[src/crs_pkg.sv]
`timescale 1ns / 1ps
// ----------------------------------------------------------------------------
// crs_pkg
// Shared types and constants for the Catmull-Rom spline position unit.
// ----------------------------------------------------------------------------
package crs_pkg;

    localparam int COORD_BITS  = 24;
    localparam int T_FRAC_BITS = 16;
    localparam int CFG_BITS    = 7;
    localparam int IDX_BITS    = 6;
    localparam int SEG_BITS    = 6;

    localparam logic [T_FRAC_BITS:0] T_ONE = {1'b1, {T_FRAC_BITS{1'b0}}};

    localparam logic KIND_WRITE = 1'b0;
    localparam logic KIND_EVAL  = 1'b1;

    typedef enum logic {
        REG_POINT_COUNT = 1'b0,
        REG_LOOP_MODE   = 1'b1
    } reg_index_t;

    typedef enum logic [1:0] {
        MODE_ZERO,
        MODE_LERP,
        MODE_CUBIC
    } mode_t;

    typedef struct packed {
        logic                          kind;
        logic [IDX_BITS-1:0]           point_index;
        logic signed [COORD_BITS-1:0]  point_x;
        logic signed [COORD_BITS-1:0]  point_y;
        logic [T_FRAC_BITS:0]          param_t;
    } in_item_t;

    typedef struct packed {
        logic signed [COORD_BITS-1:0]  curve_x;
        logic signed [COORD_BITS-1:0]  curve_y;
        logic [SEG_BITS-1:0]           segment;
    } out_item_t;

    typedef struct packed {
        logic                  valid;
        mode_t                 mode;
        logic [SEG_BITS-1:0]   seg;
        logic [T_FRAC_BITS:0]  lt;
    } eval_ctl_t;

endpackage

[src/crs_addr.sv]
`timescale 1ns / 1ps
// ----------------------------------------------------------------------------
// crs_addr
// Splits the global parameter over the segments and forms the four
// neighbour addresses and the local parameter.
// ----------------------------------------------------------------------------
module crs_addr #(
    parameter int MAX_POINTS = 64
) (
    input  logic                                       clk,
    input  logic                                       rst_n,
    input  logic                                       en,
    input  logic                                       eval_valid,
    input  logic [crs_pkg::T_FRAC_BITS:0]              param_t,
    input  logic [crs_pkg::CFG_BITS-1:0]               point_count,
    input  logic                                       loop_mode,
    output logic [3:0][$clog2(MAX_POINTS)-1:0]         raddr,
    output crs_pkg::eval_ctl_t                         ctl
);

    localparam int F  = crs_pkg::T_FRAC_BITS;
    localparam int IW = $clog2(MAX_POINTS);
    localparam int NW = IW + 1;
    localparam int SW = F + 1 + NW;

    logic [F:0]          tsat;
    logic [NW-1:0]       n0;
    logic [NW-1:0]       segs0;
    crs_pkg::mode_t      mode0;
    logic [SW-1:0]       st0;

    logic                v1_reg;
    crs_pkg::mode_t      mode1_reg;
    logic [NW-1:0]       n1_reg;
    logic [NW-1:0]       segs1_reg;
    logic [F:0]          t1_reg;
    logic [SW-1:0]       st1_reg;
    logic                wrap1_reg;

    logic [NW:0]         segq;
    logic [NW-1:0]       k;
    logic [NW:0]         k1;
    logic [NW:0]         k2;
    logic [NW:0]         nn;
    logic [NW:0]         i0;
    logic [NW:0]         i1;
    logic [NW:0]         i2;
    logic [NW:0]         i3;
    logic [F:0]          lt;

    crs_pkg::eval_ctl_t  ctl_next;
    crs_pkg::eval_ctl_t  ctl_reg;

    always_comb
    begin
        tsat = (param_t > crs_pkg::T_ONE) ? crs_pkg::T_ONE : param_t;
        if (32'(point_count) > 32'(MAX_POINTS))
        begin
            n0 = NW'(MAX_POINTS);
        end
        else
        begin
            n0 = NW'(point_count);
        end
        if (n0 < NW'(2))
        begin
            mode0 = crs_pkg::MODE_ZERO;
        end
        else if (n0 == NW'(2))
        begin
            mode0 = crs_pkg::MODE_LERP;
        end
        else
        begin
            mode0 = crs_pkg::MODE_CUBIC;
        end
        segs0 = loop_mode ? n0 : n0 - NW'(1);
        st0   = SW'(tsat) * SW'(segs0);
    end

    always_ff @(posedge clk or negedge rst_n)
    begin
        if (!rst_n)
        begin
            v1_reg <= 1'b0;
        end
        else if (en)
        begin
            v1_reg <= eval_valid;
        end
    end

    always_ff @(posedge clk)
    begin
        if (en)
        begin
            mode1_reg <= mode0;
            n1_reg    <= n0;
            segs1_reg <= segs0;
            t1_reg    <= tsat;
            st1_reg   <= st0;
            wrap1_reg <= loop_mode;
        end
    end

    always_comb
    begin
        segq = st1_reg[SW-1:F];
        if (segq >= {1'b0, segs1_reg})
        begin
            k  = segs1_reg - NW'(1);
            lt = crs_pkg::T_ONE;
        end
        else
        begin
            k  = segq[NW-1:0];
            lt = {1'b0, st1_reg[F-1:0]};
        end
        nn = {1'b0, n1_reg};
        k1 = {1'b0, k} + (NW+1)'(1);
        k2 = {1'b0, k} + (NW+1)'(2);
        i1 = {1'b0, k};
        if (wrap1_reg)
        begin
            i0 = (k == '0) ? nn - (NW+1)'(1) : {1'b0, k} - (NW+1)'(1);
            i2 = (k1 >= nn) ? k1 - nn : k1;
            i3 = (k2 >= nn) ? k2 - nn : k2;
        end
        else
        begin
            i0 = (k == '0) ? '0 : {1'b0, k} - (NW+1)'(1);
            i2 = (k1 > nn - (NW+1)'(1)) ? nn - (NW+1)'(1) : k1;
            i3 = (k2 > nn - (NW+1)'(1)) ? nn - (NW+1)'(1) : k2;
        end

        ctl_next.valid = v1_reg;
        ctl_next.mode  = mode1_reg;
        ctl_next.seg   = '0;
        ctl_next.lt    = t1_reg;
        case (mode1_reg)
            crs_pkg::MODE_CUBIC:
            begin
                ctl_next.seg = crs_pkg::SEG_BITS'(k);
                ctl_next.lt  = lt;
            end
            crs_pkg::MODE_LERP:
            begin
                i1 = '0;
                i2 = (NW+1)'(1);
            end
            default:
            begin
                ctl_next.lt = t1_reg;
            end
        endcase
    end

    always_ff @(posedge clk or negedge rst_n)
    begin
        if (!rst_n)
        begin
            ctl_reg <= '0;
        end
        else if (en)
        begin
            ctl_reg <= ctl_next;
        end
    end

    assign raddr[0] = i0[IW-1:0];
    assign raddr[1] = i1[IW-1:0];
    assign raddr[2] = i2[IW-1:0];
    assign raddr[3] = i3[IW-1:0];
    assign ctl      = ctl_reg;

endmodule

[config.mk]
export PLATFORM = sky130hd
export DESIGN_NAME = crs_addr
export DESIGN_NICKNAME = d
export VERILOG_FILES = /design/src/crs_pkg.sv /design/src/crs_addr.sv
export SDC_FILE = /design/constraint.sdc
export NUM_CORES = 1
export LEC_CHECK = 0
export BUFFER_PORTS_ARGS = -buffer_cell sky130_fd_sc_hd__buf_2
export CORE_AREA = 2 2 151 153
export DETAILED_ROUTE_END_ITERATION = 7
export DIE_AREA = 0 0 153 155
export SKIP_CTS_REPAIR_TIMING = 1
export SLEW_MARGIN = 10
export SYNTH_ARGS = -nofsm -noshare
export SYNTH_HDL_FRONTEND = slang
export SYNTH_SLANG_ARGS = --single-unit
[constraint.sdc]
create_clock -name clk -period 16.9 [get_ports clk]
set_clock_uncertainty 0.2 [all_clocks]
set_input_delay 5.07 -clock clk [delete_from_list [all_inputs] [get_ports clk]]
set_output_delay 5.07 -clock clk [all_outputs]
set_load 0.02 [all_outputs]
Word level (Yosys, flattened, before mapping)
Index checks and enable logic that the tools add are counted.

Register bits: 85. Input bits: 29. Output and inout port bits: 50. Logic and storage cells: 51.

Add/sub/neg operators: 8. $mul: 1. Magnitude comparators: 8. Equal/unequal tests: 3. Muxes and demuxes: 19. Reduce and logical (&&, ||, !) cells: 1.

Operators by type and width (number): $mux W6 (12); $mux W17 (3); $ge A8 B7 Y1 (3); $mul A17 B7 Y24 (1); $mux W7 (3); $gt A17 B17 Y1 const B (1); $gt A8 B8 Y1 (2); $sub A7 B1 Y7 const B (2); $sub A6 B6 Y6 (2); $add A7 B1 Y8 const B (1); $add A7 B2 Y8 const B (1); $sub A7 B1 Y8 const B (1); $eq A7 B2 Y1 const B (1); $gt A7 B7 Y1 const B (1); $logic_not A7 Y1 (1); $lt A7 B2 Y1 const B (1); $sub A6 B1 Y6 const B (1); $eq A2 B1 Y1 const B (1); $eq A2 B2 Y1 const B (1); $mux W2 (1).

Longest topological paths before layout
Word-level depth: 7. Mapped depth: 26. Gate-level depth less buffers: 24.

Least setup slack after synthesis
No wires, ideal clock.

Kind: input port to flip-flop. Start: in point_count[2] (netlist bit). End: reg st1_reg[22], data pin. Library setup time: 0.262 ns. Arrival time: 10.491 ns. Data required time: 16.438 ns. Path slack: 5.946 ns. Stages: 20. Path buffers: 1. Cell sequence: or3_1 nor3_1 mux2_2 o22ai_1 clkbuf_1 nor2_1 fa_1 fa_1 fa_1 inv_1 fa_1 inv_1 ha_1 nand3_1 o21ai_0 o2bb2ai_1 a21oi_1 a311oi_1 mux2i_1 nand3_1.

Longest elaborated chain between the ends: 5.

Ends and longest elaborated chain: from (decl) (RTL line crs_addr.sv:15) `input logic [crs_pkg::CFG_BITS-1:0] point_count,`; $gt A7 B7 Y1 (RTL line crs_addr.sv:57) `if (32'(point_count) > 32'(MAX_POINTS))`; $mux W7 (*) (RTL line crs_addr.sv:57); $sub A7 B1 Y7 (RTL line crs_addr.sv:77) `segs0 = loop_mode ? n0 : n0 - NW'(1);`; $mux W7 (*) (RTL line crs_addr.sv:77); $mul A17 B7 Y24 (*) (RTL line crs_addr.sv:78) `st0 = SW'(tsat) * SW'(segs0);`; via st0[22] (RTL line crs_addr.sv:30) `logic [SW-1:0] st0;`; to (signal assigned) (RTL line crs_addr.sv:101) `st1_reg <= st0;`; to (decl) (RTL line crs_addr.sv:37) `logic [SW-1:0] st1_reg;`.

Mark *: on every way through the listed nets, which the timed path passes. The rest lies on a longest branch. A chain may end at the register's enable or synchronous reset.

==> summary.md <==
| Metric | Value |
|---|---|
| Status | `finished clean` |
| Full die area | `0.0237 mm²` |
| Crit path kind | `reg2out` |
| Post-Synthesis Cells | `987` |
| Placer Congestion | `0.898` |
| Max-Cap Viols | `0` |
| WP data required | `11.63 ns` |
| Yosys top cell area share | `19.5%` |
| Clock sinks | `85` |
| CP cell instances | `inv_1 -> ha_1 -> a21o_1 -> a31oi_1 -> o21a_1 -> mux2i_1 -> buf_4 -> ha_1 -> nand3_1 -> o21ai_0 -> nand2_1 -> xor2_1 -> ha_1 -> and3_1 -> nand4_1 -> o21ai_0 -> a21oi_1 -> mux2i_1 -> o21ai_0 -> a311oi_1 -> buf_2` |
| Worst setup path end | `raddr[13]` |
| Maximum VDD drop | `62.1 µV` |
| R2r endpoint | `ctl[22]$_DFFE_PN0P_` |
| Max-slew violation count | `0` |
| Pwr/cell area | `117 mW/mm²` |
| Post-DP HPWL | `17.0 mm` |
| CTS tree | `done` |
| Startpoint Class | `register` |
| Max FFs per register | `26` |
| Post-synthesis cell type count | `57` |
| Slowest-stage cell, CP | `o21a_1` |
| DR WL/cell | `16.1 µm` |
| Period minus WS final | `11.47 ns` |
| Rel. slew slack | `27.9%` |
| FP Rows | `55` |
| Post-route cell area | `0.00999 mm²` |
| Launch point of the worst path | `segs1_reg[2]$_DFFE_PP_` |
| Number of global-route vias before repair | `6899` |
| Routed Wire Length | `21.7 mm` |
| H-tree depth | `3` |
| EDFF count, synth | `58` |
| Overall routing resource usage | `18.6%` |
| I/O Pins | `79` |
| DR iter-0 viols | `377` |
| LEAKAGE | `0.00492 µW` |
| Layout area overhead | `11.7%` |
| Finished Core Util | `44.9%` |
| 1st-pass router iterations | `5` |
| Initial Util | `40.2%` |
| Syn Area/Cell | `9.06 µm²` |
| Hold Path Class | `reg2reg` |
| Buffers added on ports | `78` |
| Final hold violation count | `0` |
| Core Box Area | `0.0222 mm²` |
| Number of nets in the layout | `1254` |
| FF-to-FF path depth | `8` |
| Initial antenna violation count | `0` |
| Commonest non-fill, non-tap cell in the layout | `inv_1` |
| Async S/R FF share, synth | `31.8%` |
| Slew @ Worst Pin | `1.08 ns` |
| Area of the multi-input gates | `0.00585 mm²` |
| Share of post-route cells with drive strength above 1 | `11.6%` |
| Sequential Area | `0.00242 mm²` |
| Worst Path Max Fanout | `26` |
| First-pass GRT wire length | `35.5 mm` |
| Reg-to-reg startpoint | `segs1_reg[2]$_DFFE_PP_` |
| Most frequent cells in the layout | `158 x inv_1, 129 x nor2_1, 94 x nand2_1` |
| Top cell type by total area after synthesis | `edfxtp_1` |
| Syn_nets | `1181` |
| Mapped Area | `0.00894 mm²` |
| CTS Buf Count | `9` |
| Seq/Total Area, Yosys | `27.0%` |
| DR vias | `7061` |
| FF-to-FF setup slack | `13.44 ns` |
| Grt total ovfl | `0` |
| Post-route ant nets | `0` |
| Root buffer cell | `clkbuf_16` |
| Top cells by area, synth | `edfxtp_1 19%, fa_1 17%, ha_1 12%` |
| Placed Area | `0.00968 mm²` |
| Worst endpoint data arrival time | `6.20 ns` |
| DR DRC count | `0` |
| Final number of setup-violating endpoints | `0` |
| Unrepaired setup endpoints after global routing | `no` |
| Register clock-pin slew on the reported worst setup and hold paths | `0.06 ns` |
| Hold_ws | `0.302 ns` |
| Clock buffer depth | `2` |
| Final total power | `1160 µW` |
| Largest net degree at the start of global routing | `66` |
| Critical Path Max Stage Delay | `0.91 ns` |
| Max Clock Freq | `87.2 MHz` |
| Die height | `155 µm` |
| Synthesis Warnings | `0` |
| Clk_lat worst skew | `0.35 ns` |
| Setup TNS | `0 ns` |
| Fillers | `2211` |
| DIE WIDTH | `153 µm` |
| Final Cycle Share | `67.8%` |
| Vias/cell | `5.23` |
| Yosys reg bits | `85` |
| Synth Flop Type | `edfxtp_1` |
| CP endpoint kind | `output port` |
-- final cells by class --
cell class | count | share of cell area (%)
antenna | 1 | 0.0251
tap | 285 | 3.57
multi-input combinational | 717 | 58.5
timing repair buffer | 88 | 4.69
clock inverter | 7 | 0.752
sequential | 85 | 24.2
clock buffer | 9 | 2.26
inverter | 159 | 5.98
-- power by group --
group | total, µW | internal, µW | switching [µW]
Sequential | 289 | 267 | 21.3
Combinational | 675 | 269 | 407
Clock | 200 | 115 | 85.2
-- cell families (layout without fill, tap and decap cells) --
kind of cell / Yosys count / count (layout) / synth area share [%]
AND/OR/NAND/NOR: 317 / 317 / 15.8
buffers and inverters: 185 / 263 / 7.78
adder cells (fa/ha/maj): 165 / 165 / 29.5
AO/OA/AOI/OAI: 145 / 145 / 10.3
flip-flops: 85 / 85 / 27.0
XOR/XNOR: 52 / 52 / 5.09
multiplexers: 38 / 38 / 4.52
other: 0 / 1 / 0
-- synthesized netlist by cell type, types with 3 or more instances --
| master | n |
|---|---|
| inv_1 | 158 |
| nor2_1 | 129 |
| nand2_1 | 94 |
| ha_1 | 89 |
| fa_1 | 76 |
| edfxtp_1 | 58 |
| a21oi_1 | 45 |
| xnor2_1 | 36 |
| nand3_1 | 29 |
| mux2i_1 | 28 |
| dfrtp_1 | 27 |
| o21ai_0 | 26 |
| clkbuf_1 | 24 |
| a31oi_1 | 19 |
| xor2_1 | 16 |
| nor2b_1 | 13 |
| nor3_1 | 12 |
| a21o_1 | 11 |
| o22ai_1 | 11 |
| mux2_2 | 9 |
| and3_1 | 7 |
| nand4_1 | 7 |
| nor4_1 | 7 |
| nand2b_1 | 5 |
| o21a_1 | 5 |
| a211oi_1 | 4 |
| o21bai_1 | 4 |
| and2_1 | 3 |
-- metal layers --
metal	GRT usage (%)	vias to the layer above	routed length, µm
met4	4.85	0	302
met2	29.9	215	9830
met5	0	-	0
met3	2.53	17	1140
li1	-	3423	-
met1	26.7	3406	10400
-- worst min-delay path by stage --
| stage | start | endpoint | slack [ns] | cells after the start |
|---|---|---|---|---|
| after floorplan | v1_reg$_DFFE_PN0P_ | v1_reg$_DFFE_PN0P_ | 0.27 | 1 |
| after global placement | v1_reg$_DFFE_PN0P_ | ctl[25]$_DFFE_PN0P_ | 0.29 | 1 |
| after detailed placement | ctl[24]$_DFFE_PN0P_ | ctl[24]$_DFFE_PN0P_ | 0.29 | 1 |
| after CTS | ctl[24]$_DFFE_PN0P_ | ctl[24]$_DFFE_PN0P_ | 0.31 | 1 |
| after global routing | ctl[23]$_DFFE_PN0P_ | ctl[23]$_DFFE_PN0P_ | 0.33 | 1 |
| final | ctl[24]$_DFFE_PN0P_ | ctl[24]$_DFFE_PN0P_ | 0.30 | 1 |
-- worst max-delay path: cells and delay by family (launching register included) --
family | cells | cell delay [ns]
multiplexers | 2 | 0.55
AND/OR/NAND/NOR | 4 | 0.51
flip-flops | 1 | 0.48
adder cells (fa/ha/maj) | 3 | 0.83
AO/OA/AOI/OAI | 8 | 2.67
XOR/XNOR | 1 | 0.24
buffers and inverters | 3 | 0.55
-- per-stage QoR --
step	cells	worst slack [ns]
6_report	1351	5.43
5_1_grt	1350	4.86
2_1_floorplan	987	5.95
3_3_place_gp	1334	5.56
4_1_cts	1350	5.47
3_5_place_dp	1334	5.40
No activity file was read; power rests on OpenSTA's default activity.
